[config.mk]
export PLATFORM = sky130hd
export DESIGN_NAME = background_pattern_pixel_generator
export DESIGN_NICKNAME = d
export VERILOG_FILES = /design/src/rtl/bppg_pkg.sv /design/src/rtl/bppg_prep.sv /design/src/rtl/bppg_div_cell.sv /design/src/rtl/background_pattern_pixel_generator.sv
export SDC_FILE = /design/constraint.sdc
export NUM_CORES = 2
export LEC_CHECK = 0
export ABC_AREA = 1
export BUFFER_PORTS_ARGS = -buffer_cell sky130_fd_sc_hd__buf_2
export CORE_ASPECT_RATIO = 0.75
export CORE_UTILIZATION = 58
export DETAILED_ROUTE_END_ITERATION = 16
export HOLD_SLACK_MARGIN = 0.12
export PLACE_DENSITY = 0.84
export SYNTH_ARGS = -nofsm -noshare
export SYNTH_HDL_FRONTEND = slang
export SYNTH_HIERARCHICAL = 1
export SYNTH_SLANG_ARGS = --single-unit
[constraint.sdc]
create_clock -name clk_i -period 45.4 [get_ports clk_i]
set_input_delay 4.54 -clock clk_i [delete_from_list [all_inputs] [get_ports clk_i]]
set_output_delay 4.54 -clock clk_i [all_outputs]
set_load 0.03 [all_outputs]
[src/rtl/bppg_pkg.sv]
// ----------------------------------------------------------------------------
// bppg_pkg
// Shared types, pattern codes and the waves lookup table for the
// background pattern pixel generator.
// ----------------------------------------------------------------------------
`default_nettype none

package bppg_pkg;

  // Field widths
  localparam int unsigned ColorW = 16;
  localparam int unsigned CoordW = 8;
  localparam int unsigned DimW   = 9;
  localparam int unsigned KindW  = 4;
  localparam int unsigned IdxW   = 3;

  // Largest tile dimension used by the gradients; larger values saturate
  localparam int unsigned MaxTileDim = 256;

  // Divider geometry: |diff| * coord fits in QuotW bits, divisor is dim - 1
  localparam int unsigned DivW   = 8;
  localparam int unsigned RemW   = DivW;
  localparam int unsigned QuotW  = ColorW + CoordW;
  localparam int unsigned NumCells = QuotW;

  // Pattern codes
  localparam logic [KindW-1:0] PatSolid       = 4'd0;
  localparam logic [KindW-1:0] PatVertGrad    = 4'd1;
  localparam logic [KindW-1:0] PatHorizGrad   = 4'd2;
  localparam logic [KindW-1:0] PatChecker     = 4'd3;
  localparam logic [KindW-1:0] PatNoise       = 4'd4;
  localparam logic [KindW-1:0] PatDiagonal    = 4'd5;
  localparam logic [KindW-1:0] PatTransparent = 4'd6;
  localparam logic [KindW-1:0] PatWaves       = 4'd7;
  localparam logic [KindW-1:0] PatTriangles   = 4'd8;
  localparam logic [KindW-1:0] PatDots        = 4'd9;

  // Register indexes
  localparam logic [IdxW-1:0] RegKind      = 3'd0;
  localparam logic [IdxW-1:0] RegPrimary   = 3'd1;
  localparam logic [IdxW-1:0] RegSecondary = 3'd2;
  localparam logic [IdxW-1:0] RegWidth     = 3'd3;
  localparam logic [IdxW-1:0] RegHeight    = 3'd4;

  // Reset value of both tile dimensions
  localparam logic [DimW-1:0] DimReset = 9'd32;

  // Configuration registers as seen by the datapath
  typedef struct packed {
    logic [KindW-1:0]  kind;
    logic [ColorW-1:0] primary;
    logic [ColorW-1:0] secondary;
    logic [DimW-1:0]   tile_width;
    logic [DimW-1:0]   tile_height;
  } cfg_t;

  // One item as it travels down the divider chain
  typedef struct packed {
    logic [ColorW-1:0] primary;     // gradient base
    logic [ColorW-1:0] flat_color;  // color for non-gradient patterns
    logic              grad;        // take the gradient result
    logic              neg;         // quotient is subtracted from base
    logic              we;          // write flag
    logic [DivW-1:0]   divisor;     // dim - 1
    logic [RemW-1:0]   rem;         // partial remainder
    logic [QuotW-1:0]  acc;         // dividend bits in, quotient bits out
  } item_t;

  // floor(16 + 8 sin(2 pi k / 32))
  function automatic logic [4:0] wave_center(input logic [4:0] k);
    logic [4:0] w;
    begin
      case (k)
        5'd0:  w = 5'd16;  5'd1:  w = 5'd17;  5'd2:  w = 5'd19;  5'd3:  w = 5'd20;
        5'd4:  w = 5'd21;  5'd5:  w = 5'd22;  5'd6:  w = 5'd23;  5'd7:  w = 5'd23;
        5'd8:  w = 5'd24;  5'd9:  w = 5'd23;  5'd10: w = 5'd23;  5'd11: w = 5'd22;
        5'd12: w = 5'd21;  5'd13: w = 5'd20;  5'd14: w = 5'd19;  5'd15: w = 5'd17;
        5'd16: w = 5'd16;  5'd17: w = 5'd14;  5'd18: w = 5'd12;  5'd19: w = 5'd11;
        5'd20: w = 5'd10;  5'd21: w = 5'd9;   5'd22: w = 5'd8;   5'd23: w = 5'd8;
        5'd24: w = 5'd8;   5'd25: w = 5'd8;   5'd26: w = 5'd8;   5'd27: w = 5'd9;
        5'd28: w = 5'd10;  5'd29: w = 5'd11;  5'd30: w = 5'd12;  default: w = 5'd14;
      endcase
      return w;
    end
  endfunction

endpackage

`default_nettype wire

[src/rtl/bppg_prep.sv]
// ----------------------------------------------------------------------------
// bppg_prep
// Entry stage: decodes the pattern, forms the flat color and the gradient
// dividend |S - P| * coord, and registers the item for the divider chain.
// ----------------------------------------------------------------------------
`default_nettype none

module bppg_prep (
  input  wire logic                          clk_i,
  input  wire logic                          rst_ni,
  input  wire logic                          en_i,
  input  wire logic                          valid_i,
  input  wire logic [bppg_pkg::CoordW-1:0]   pixel_x_i,
  input  wire logic [bppg_pkg::CoordW-1:0]   pixel_y_i,
  input  wire logic                          random_bit_i,
  input  wire bppg_pkg::cfg_t                cfg_i,
  output logic                               valid_o,
  output bppg_pkg::item_t                    item_o
);

  logic                           valid_q;
  bppg_pkg::item_t                item_d, item_q;

  logic [bppg_pkg::ColorW-1:0]    p, s;
  logic [bppg_pkg::ColorW:0]      diff;
  logic [bppg_pkg::ColorW-1:0]    mag;
  logic                           diff_neg;
  logic [bppg_pkg::DimW-1:0]      dim_raw, dim_c;
  logic [bppg_pkg::CoordW-1:0]    coord;
  logic                           use_grad;
  logic [2:0]                     sum3;
  logic [3:0]                     sum4;
  logic [bppg_pkg::CoordW-1:0]    wave_c, wave_dist;

  assign p = cfg_i.primary;
  assign s = cfg_i.secondary;

  // Signed difference S - P, then its magnitude
  assign diff     = {1'b0, s} - {1'b0, p};
  assign diff_neg = diff[bppg_pkg::ColorW];
  assign mag      = diff_neg ? bppg_pkg::ColorW'(~diff + 1'b1)
                             : diff[bppg_pkg::ColorW-1:0];

  assign use_grad = (cfg_i.kind == bppg_pkg::PatVertGrad) ||
                    (cfg_i.kind == bppg_pkg::PatHorizGrad);
  assign dim_raw  = (cfg_i.kind == bppg_pkg::PatVertGrad) ? cfg_i.tile_height
                                                          : cfg_i.tile_width;
  assign coord    = (cfg_i.kind == bppg_pkg::PatVertGrad) ? pixel_y_i : pixel_x_i;
  assign dim_c    = (dim_raw > bppg_pkg::DimW'(bppg_pkg::MaxTileDim))
                    ? bppg_pkg::DimW'(bppg_pkg::MaxTileDim) : dim_raw;

  assign sum3 = pixel_x_i[2:0] + pixel_y_i[2:0];
  assign sum4 = pixel_x_i[3:0] + pixel_y_i[3:0];

  assign wave_c    = bppg_pkg::CoordW'(bppg_pkg::wave_center(pixel_x_i[4:0]));
  assign wave_dist = (pixel_y_i >= wave_c) ? (pixel_y_i - wave_c) : (wave_c - pixel_y_i);

  always_comb begin
    item_d            = '0;
    item_d.primary    = p;
    item_d.flat_color = p;
    item_d.we         = 1'b1;
    item_d.divisor    = bppg_pkg::DivW'(1);
    item_d.rem        = '0;
    item_d.acc        = '0;
    case (cfg_i.kind)
      bppg_pkg::PatChecker:     item_d.flat_color = (pixel_x_i[2] ^ pixel_y_i[2]) ? s : p;
      bppg_pkg::PatNoise:       item_d.flat_color = random_bit_i ? p : s;
      bppg_pkg::PatDiagonal:    item_d.flat_color = sum3[2] ? s : p;
      bppg_pkg::PatTransparent: begin
        item_d.flat_color = '0;
        item_d.we         = 1'b0;
      end
      bppg_pkg::PatWaves:       item_d.flat_color = (wave_dist <= 8'd2) ? s : p;
      bppg_pkg::PatTriangles:   item_d.flat_color = sum4[3] ? s : p;
      bppg_pkg::PatDots:
        item_d.flat_color = ((pixel_x_i[1:0] == 2'd0) && (pixel_y_i[1:0] == 2'd0)) ? p : s;
      default:                  item_d.flat_color = p;
    endcase
    // A dimension of one or zero leaves the flat primary color
    if (use_grad && (dim_c > bppg_pkg::DimW'(1))) begin
      item_d.grad    = 1'b1;
      item_d.neg     = diff_neg;
      item_d.divisor = bppg_pkg::DivW'(dim_c - bppg_pkg::DimW'(1));
      item_d.acc     = bppg_pkg::QuotW'(mag) * bppg_pkg::QuotW'(coord);
    end
  end

  always_ff @(posedge clk_i or negedge rst_ni) begin
    if (!rst_ni) begin
      valid_q <= 1'b0;
    end else if (en_i) begin
      valid_q <= valid_i;
    end
  end

  always_ff @(posedge clk_i) begin
    if (en_i) begin
      item_q <= item_d;
    end
  end

  assign valid_o = valid_q;
  assign item_o  = item_q;

endmodule

`default_nettype wire

[src/rtl/bppg_div_cell.sv]
// ----------------------------------------------------------------------------
// bppg_div_cell
// One restoring division step: shifts one dividend bit into the partial
// remainder, subtracts the divisor if it fits, shifts the quotient bit in.
// ----------------------------------------------------------------------------
`default_nettype none

module bppg_div_cell (
  input  wire logic             clk_i,
  input  wire logic             rst_ni,
  input  wire logic             en_i,
  input  wire logic             valid_i,
  input  wire bppg_pkg::item_t  item_i,
  output logic                  valid_o,
  output bppg_pkg::item_t       item_o
);

  logic                          valid_q;
  bppg_pkg::item_t               item_d, item_q;
  logic [bppg_pkg::RemW:0]       trial, trial_sub;
  logic                          fits;

  assign trial     = {item_i.rem, item_i.acc[bppg_pkg::QuotW-1]};
  assign trial_sub = trial - {1'b0, item_i.divisor};
  assign fits      = trial >= {1'b0, item_i.divisor};

  always_comb begin
    item_d     = item_i;
    item_d.rem = fits ? trial_sub[bppg_pkg::RemW-1:0] : trial[bppg_pkg::RemW-1:0];
    item_d.acc = {item_i.acc[bppg_pkg::QuotW-2:0], fits};
  end

  always_ff @(posedge clk_i or negedge rst_ni) begin
    if (!rst_ni) begin
      valid_q <= 1'b0;
    end else if (en_i) begin
      valid_q <= valid_i;
    end
  end

  always_ff @(posedge clk_i) begin
    if (en_i) begin
      item_q <= item_d;
    end
  end

  assign valid_o = valid_q;
  assign item_o  = item_q;

endmodule

`default_nettype wire

[src/rtl/background_pattern_pixel_generator.sv]
// Pipeline: entry stage, 24 divider cells, output register; one item per cycle
//   sustained while the output slot is free or being drained.
// The rate is set by the chain of one-bit division cells for the gradients,
//   every item passes through all of them; the chain stalls as a whole.
// Reset: rst_ni (async, active low) clears all valid bits and sets the
//   configuration to solid, colors 0, tile 32 x 32.
// ----------------------------------------------------------------------------
// background_pattern_pixel_generator
// Procedural tile pattern generator: one pixel color and write flag per item.
// ----------------------------------------------------------------------------
`default_nettype none

module background_pattern_pixel_generator (
  input  wire logic                         clk_i,
  input  wire logic                         rst_ni,
  // configuration write port
  input  wire logic                         cfg_we_i,
  input  wire logic [bppg_pkg::IdxW-1:0]    cfg_index_i,
  input  wire logic [bppg_pkg::ColorW-1:0]  cfg_data_i,
  // input items
  input  wire logic                         in_valid_i,
  output logic                              in_ready_o,
  input  wire logic [bppg_pkg::CoordW-1:0]  pixel_x_i,
  input  wire logic [bppg_pkg::CoordW-1:0]  pixel_y_i,
  input  wire logic                         random_bit_i,
  // result items
  output logic                              out_valid_o,
  input  wire logic                         out_ready_i,
  output logic [bppg_pkg::ColorW-1:0]       pixel_color_o,
  output logic                              write_enable_o
);

  localparam int unsigned NumCells = bppg_pkg::NumCells;

  // Configuration registers
  bppg_pkg::cfg_t cfg_q;

  always_ff @(posedge clk_i or negedge rst_ni) begin
    if (!rst_ni) begin
      cfg_q.kind        <= bppg_pkg::PatSolid;
      cfg_q.primary     <= '0;
      cfg_q.secondary   <= '0;
      cfg_q.tile_width  <= bppg_pkg::DimReset;
      cfg_q.tile_height <= bppg_pkg::DimReset;
    end else if (cfg_we_i) begin
      unique case (cfg_index_i)
        bppg_pkg::RegKind:      cfg_q.kind        <= cfg_data_i[bppg_pkg::KindW-1:0];
        bppg_pkg::RegPrimary:   cfg_q.primary     <= cfg_data_i;
        bppg_pkg::RegSecondary: cfg_q.secondary   <= cfg_data_i;
        bppg_pkg::RegWidth:     cfg_q.tile_width  <= cfg_data_i[bppg_pkg::DimW-1:0];
        bppg_pkg::RegHeight:    cfg_q.tile_height <= cfg_data_i[bppg_pkg::DimW-1:0];
        default: ;  // unmapped index, write dropped
      endcase
    end
  end

  // Whole pipe moves when the output slot is free or being drained
  logic advance;
  logic out_valid_q;

  assign advance    = !out_valid_q || out_ready_i;
  assign in_ready_o = advance;

  // Stage 0: pattern decode and gradient dividend
  logic            chain_valid [NumCells+1];
  bppg_pkg::item_t chain_item  [NumCells+1];

  bppg_prep u_prep (
    .clk_i        (clk_i),
    .rst_ni       (rst_ni),
    .en_i         (advance),
    .valid_i      (in_valid_i),
    .pixel_x_i    (pixel_x_i),
    .pixel_y_i    (pixel_y_i),
    .random_bit_i (random_bit_i),
    .cfg_i        (cfg_q),
    .valid_o      (chain_valid[0]),
    .item_o       (chain_item[0])
  );

  // Stages 1..NumCells: one quotient bit per cell, MSB first
  for (genvar g = 0; g < NumCells; g++) begin : g_cell
    bppg_div_cell u_cell (
      .clk_i   (clk_i),
      .rst_ni  (rst_ni),
      .en_i    (advance),
      .valid_i (chain_valid[g]),
      .item_i  (chain_item[g]),
      .valid_o (chain_valid[g+1]),
      .item_o  (chain_item[g+1])
    );
  end

  // Output stage: apply the signed quotient to the base color, wrap to 16 bits
  bppg_pkg::item_t             last;
  logic [bppg_pkg::ColorW-1:0] quot;
  logic [bppg_pkg::ColorW-1:0] color_d, color_q;
  logic                        we_q;

  assign last  = chain_item[NumCells];
  assign quot  = last.acc[bppg_pkg::ColorW-1:0];

  always_comb begin
    if (last.grad) begin
      color_d = last.neg ? (last.primary - quot) : (last.primary + quot);
    end else begin
      color_d = last.flat_color;
    end
  end

  always_ff @(posedge clk_i or negedge rst_ni) begin
    if (!rst_ni) begin
      out_valid_q <= 1'b0;
    end else if (advance) begin
      out_valid_q <= chain_valid[NumCells];
    end
  end

  always_ff @(posedge clk_i) begin
    if (advance) begin
      color_q <= color_d;
      we_q    <= last.we;
    end
  end

  assign out_valid_o    = out_valid_q;
  assign pixel_color_o  = color_q;
  assign write_enable_o = we_q;

endmodule

`default_nettype wire
==> impl_metrics.prom <==
# TYPE chip_impl_metric gauge
chip_impl_info{name="crit_path_slowest_cell",value="nand2_8"} 1
chip_impl_metric{name="final_net_count",unit=""} 6729
chip_impl_metric{name="critical_path.n_buffers_inverters",unit=""} 3
chip_impl_metric{name="grt_antenna_before_repair",unit=""} 1
chip_impl_metric{name="path_max_fanout",unit=""} 80
chip_impl_metric{name="post_cts.resized_instances",unit=""} 0
chip_impl_metric{name="report.final.slew_viol_count",unit=""} 0
chip_impl_metric{name="drtIter0Drc",unit=""} 4548
chip_impl_info{name="rsz0062_at_grt",value="no"} 1
chip_impl_info{name="tritoncts_clock_tree",value="done"} 1
chip_impl_info{name="min_path_type",value="flop to flop"} 1
chip_impl_metric{name="worst_setup_hold_path_clk_slew",unit="ns"} 0.07
chip_impl_metric{name="syn-cell-area",unit="mm^2"} 0.0782
chip_impl_metric{name="yosysWarnings",unit=""} 6
chip_impl_metric{name="ios",unit=""} 60
chip_impl_metric{name="syn_avg_cell_area",unit="um^2"} 12.8
chip_impl_metric{name="cap_violations",unit=""} 0
chip_impl_metric{name="cts_hold_buf",unit=""} 0
chip_impl_metric{name="fmax",unit="MHz"} 98.6
chip_impl_metric{name="core_area",unit="mm^2"} 0.134
chip_impl_metric{name="detail_route.wirelength",unit="um"} 148000
chip_impl_metric{name="ctsHtreeMaxLevel",unit=""} 4
chip_impl_metric{name="worst-endpoint-arrival",unit="ns"} 5.60
chip_impl_metric{name="firstDrtPassIters",unit=""} 6
chip_impl_metric{name="cts_num_sinks",unit=""} 1784
chip_impl_info{name="crit_family",value="buffers and inverters"} 1
chip_impl_metric{name="viasPerCell",unit=""} 5.42
chip_impl_metric{name="area.growth.synth_to_final",unit="%"} 9.87
chip_impl_metric{name="worstPathRequired",unit="ns"} 40.86
chip_impl_metric{name="setup_tns",unit="ns"} 0
chip_impl_metric{name="nFillCells",unit=""} 9210
chip_impl_info{name="outcome",value="completed"} 1
chip_impl_metric{name="cell_area_placed",unit="mm^2"} 0.0807
chip_impl_metric{name="grt.total_usage",unit=""} 0.219
chip_impl_metric{name="gp_congestion",unit=""} 0.905
chip_impl_metric{name="floorplan.die_area",unit="mm^2"} 0.136
chip_impl_metric{name="die_width",unit="um"} 426
chip_impl_metric{name="globalRoute.totalOverflow",unit=""} 0
chip_impl_metric{name="timing.slew.headroom",unit=""} 0.157
chip_impl_metric{name="rows",unit=""} 116
chip_impl_metric{name="first_global_vias",unit=""} 44003
chip_impl_metric{name="drc",unit=""} 0
chip_impl_metric{name="cts_inserted_buffers",unit=""} 159
chip_impl_metric{name="transition_time_at_the_pin_with_the_least_slew_margin",unit="ns"} 1.26
chip_impl_metric{name="fp.dieH",unit="um"} 320
chip_impl_metric{name="timing.final.crit_share",unit=""} 0.223
chip_impl_info{name="cts.root.buffer_cell",value="clkbuf_16"} 1
chip_impl_info{name="crit_chain",value="buf_2 > inv_1 > nand2_8 > buf_2"} 1
chip_impl_metric{name="dp_cells",unit=""} 7896
chip_impl_metric{name="detailedPlace.worstSlack",unit="ns"} 35.23
chip_impl_metric{name="fin_worst_skew",unit="ns"} 0.0423
chip_impl_info{name="critical-path-top-cell-by-count",value="buf_2"} 1
chip_impl_metric{name="setup_viol",unit=""} 0
chip_impl_metric{name="design_area",unit="mm^2"} 0.0859
chip_impl_metric{name="floorplan.initialDensity",unit=""} 0.586
chip_impl_metric{name="grt_pass1_wl",unit="um"} 234000
chip_impl_metric{name="syn-instance-count",unit=""} 6088
chip_impl_metric{name="via_count",unit=""} 44342
chip_impl_metric{name="post-cts-setup-buffer-count",unit=""} 0
chip_impl_metric{name="grt_max_degree",unit=""} 192
chip_impl_metric{name="cts_buffer_depth",unit=""} 3
chip_impl_metric{name="finalCriticalPeriod",unit="ns"} 10.14
chip_impl_metric{name="postRouteAntennaNets",unit=""} 0
chip_impl_metric{name="n_antenna_cell",unit=""} 0
chip_impl_metric{name="wire_per_inst",unit="um"} 18.0
chip_impl_metric{name="finalNonFillerCells",unit=""} 8186
chip_impl_info{name="timing.setup.critical_path_class",value="input pin to primary output"} 1
chip_impl_metric{name="clk_latency",unit="ns"} 0.80
chip_impl_metric{name="crit_path_max_incr_delay",unit="ns"} 0.47
chip_impl_metric{name="post-route-worst-setup-slack",unit="ns"} 35.26
chip_impl_metric{name="final_hold_viol_count",unit=""} 0
chip_impl_metric{name="place.port_buffers",unit=""} 59
chip_impl_info{name="start_kind",value="input pin"} 1
chip_impl_metric{name="detailedPlacementHpwl",unit="um"} 94900
chip_impl_info{name="setup.worst_path.end_class",value="primary output"} 1
chip_impl_metric{name="final_layout_size_suffix_gt1_frac",unit=""} 0.143
## metal layers
layer / routed length (um) / track usage
met5: 0 / 0
met4: 4500 / 0.0720
met3: 9500 / 0.0387
met1: 61700 / 0.290
met2: 72000 / 0.366
## through the flow
step	util	hold WS, ns
2_1_floorplan	-	0.400
3_3_place_gp	0.604	0.400
3_5_place_dp	0.604	0.405
4_1_cts	0.643	0.395
5_1_grt	0.643	0.402
6_report	0.643	0.396
## final timing paths
check                                            start                           to  slack, ns  depth (start not counted)
max in group asynchronous                       rst_ni                    cfg_q[35]      40.84                          1
setup / recovery                           out_ready_i                   in_ready_o      35.26                          4
hold reg to reg            g_cell[0].u_cell/item_o[59]  g_cell[1].u_cell/item_o[59]       0.40                          0
hold / removal             g_cell[0].u_cell/item_o[59]  g_cell[1].u_cell/item_o[59]       0.40                          0
setup reg to reg                             cfg_q[40]            u_prep/item_o[22]      37.92                         27
min in group asynchronous                       rst_ni                    cfg_q[12]       3.92                          1
## cell type report
type                    instances  area [um^2]  share of cell area
inverters                     899         3370              0.0393
multi-input cells            3365        21400               0.249
clock inverters                93         1100              0.0128
repair buffers                 78          490             0.00571
flip-flops and latches       1784        53200               0.619
well taps                    1770         2210              0.0258
clock buffers                 197         4140              0.0482
## cell usage in the layout (no fill, tap or decap), drive strengths merged, types with 44 or more instances in the layout
| cell type | count |
|---|---|
| nand3 | 452 |
| o21ai | 119 |
| nand2 | 1523 |
| buf | 78 |
| fa | 111 |
| dfrtp | 78 |
| inv | 874 |
| xor2 | 55 |
| or2 | 46 |
| nand4 | 44 |
| nor2 | 407 |
| xnor2 | 69 |
| edfxtp | 1704 |
| ha | 290 |
| clkinv | 95 |
| clkbuf | 197 |
| a21oi | 158 |
## flip-flops by register name (all words and copies together), names as in the netlist
| register | count |
|---|---|
| g_cell.u_cell/item_o | 1620 |
| u_prep/item_o | 67 |
| cfg_q | 54 |
| g_cell.u_cell/valid_o | 24 |
| pixel_color_o | 16 |
| out_valid_o | 1 |
| u_prep/valid_o | 1 |
| write_enable_o | 1 |
## worst register-to-register path, cell delays in order (launching register included)
cell and delay [ns]:
dfrtp_1 0.45, inv_1 0.11, ha_1 0.37, nand2_1 0.13, inv_1 0.05, a21oi_1 0.18
nand2_1 0.09, nand2_1 0.09, nand2_1 0.08, a21oi_2 0.49, inv_1 0.25, nor2_1 0.16
xor2_1 0.58, inv_1 0.28, nand2_1 0.16, fa_1 0.45, fa_1 0.52, fa_1 0.56
fa_1 0.55, inv_1 0.04, ha_1 0.35, nand2_1 0.13, nor4_1 0.40, nand4_1 0.34
nand4_1 0.20, nand2_1 0.06, inv_1 0.05, nor2_1 0.03
Power is not shown: default switching activity piles up to over one toggle a cycle in this logic, so the estimate is an artifact.
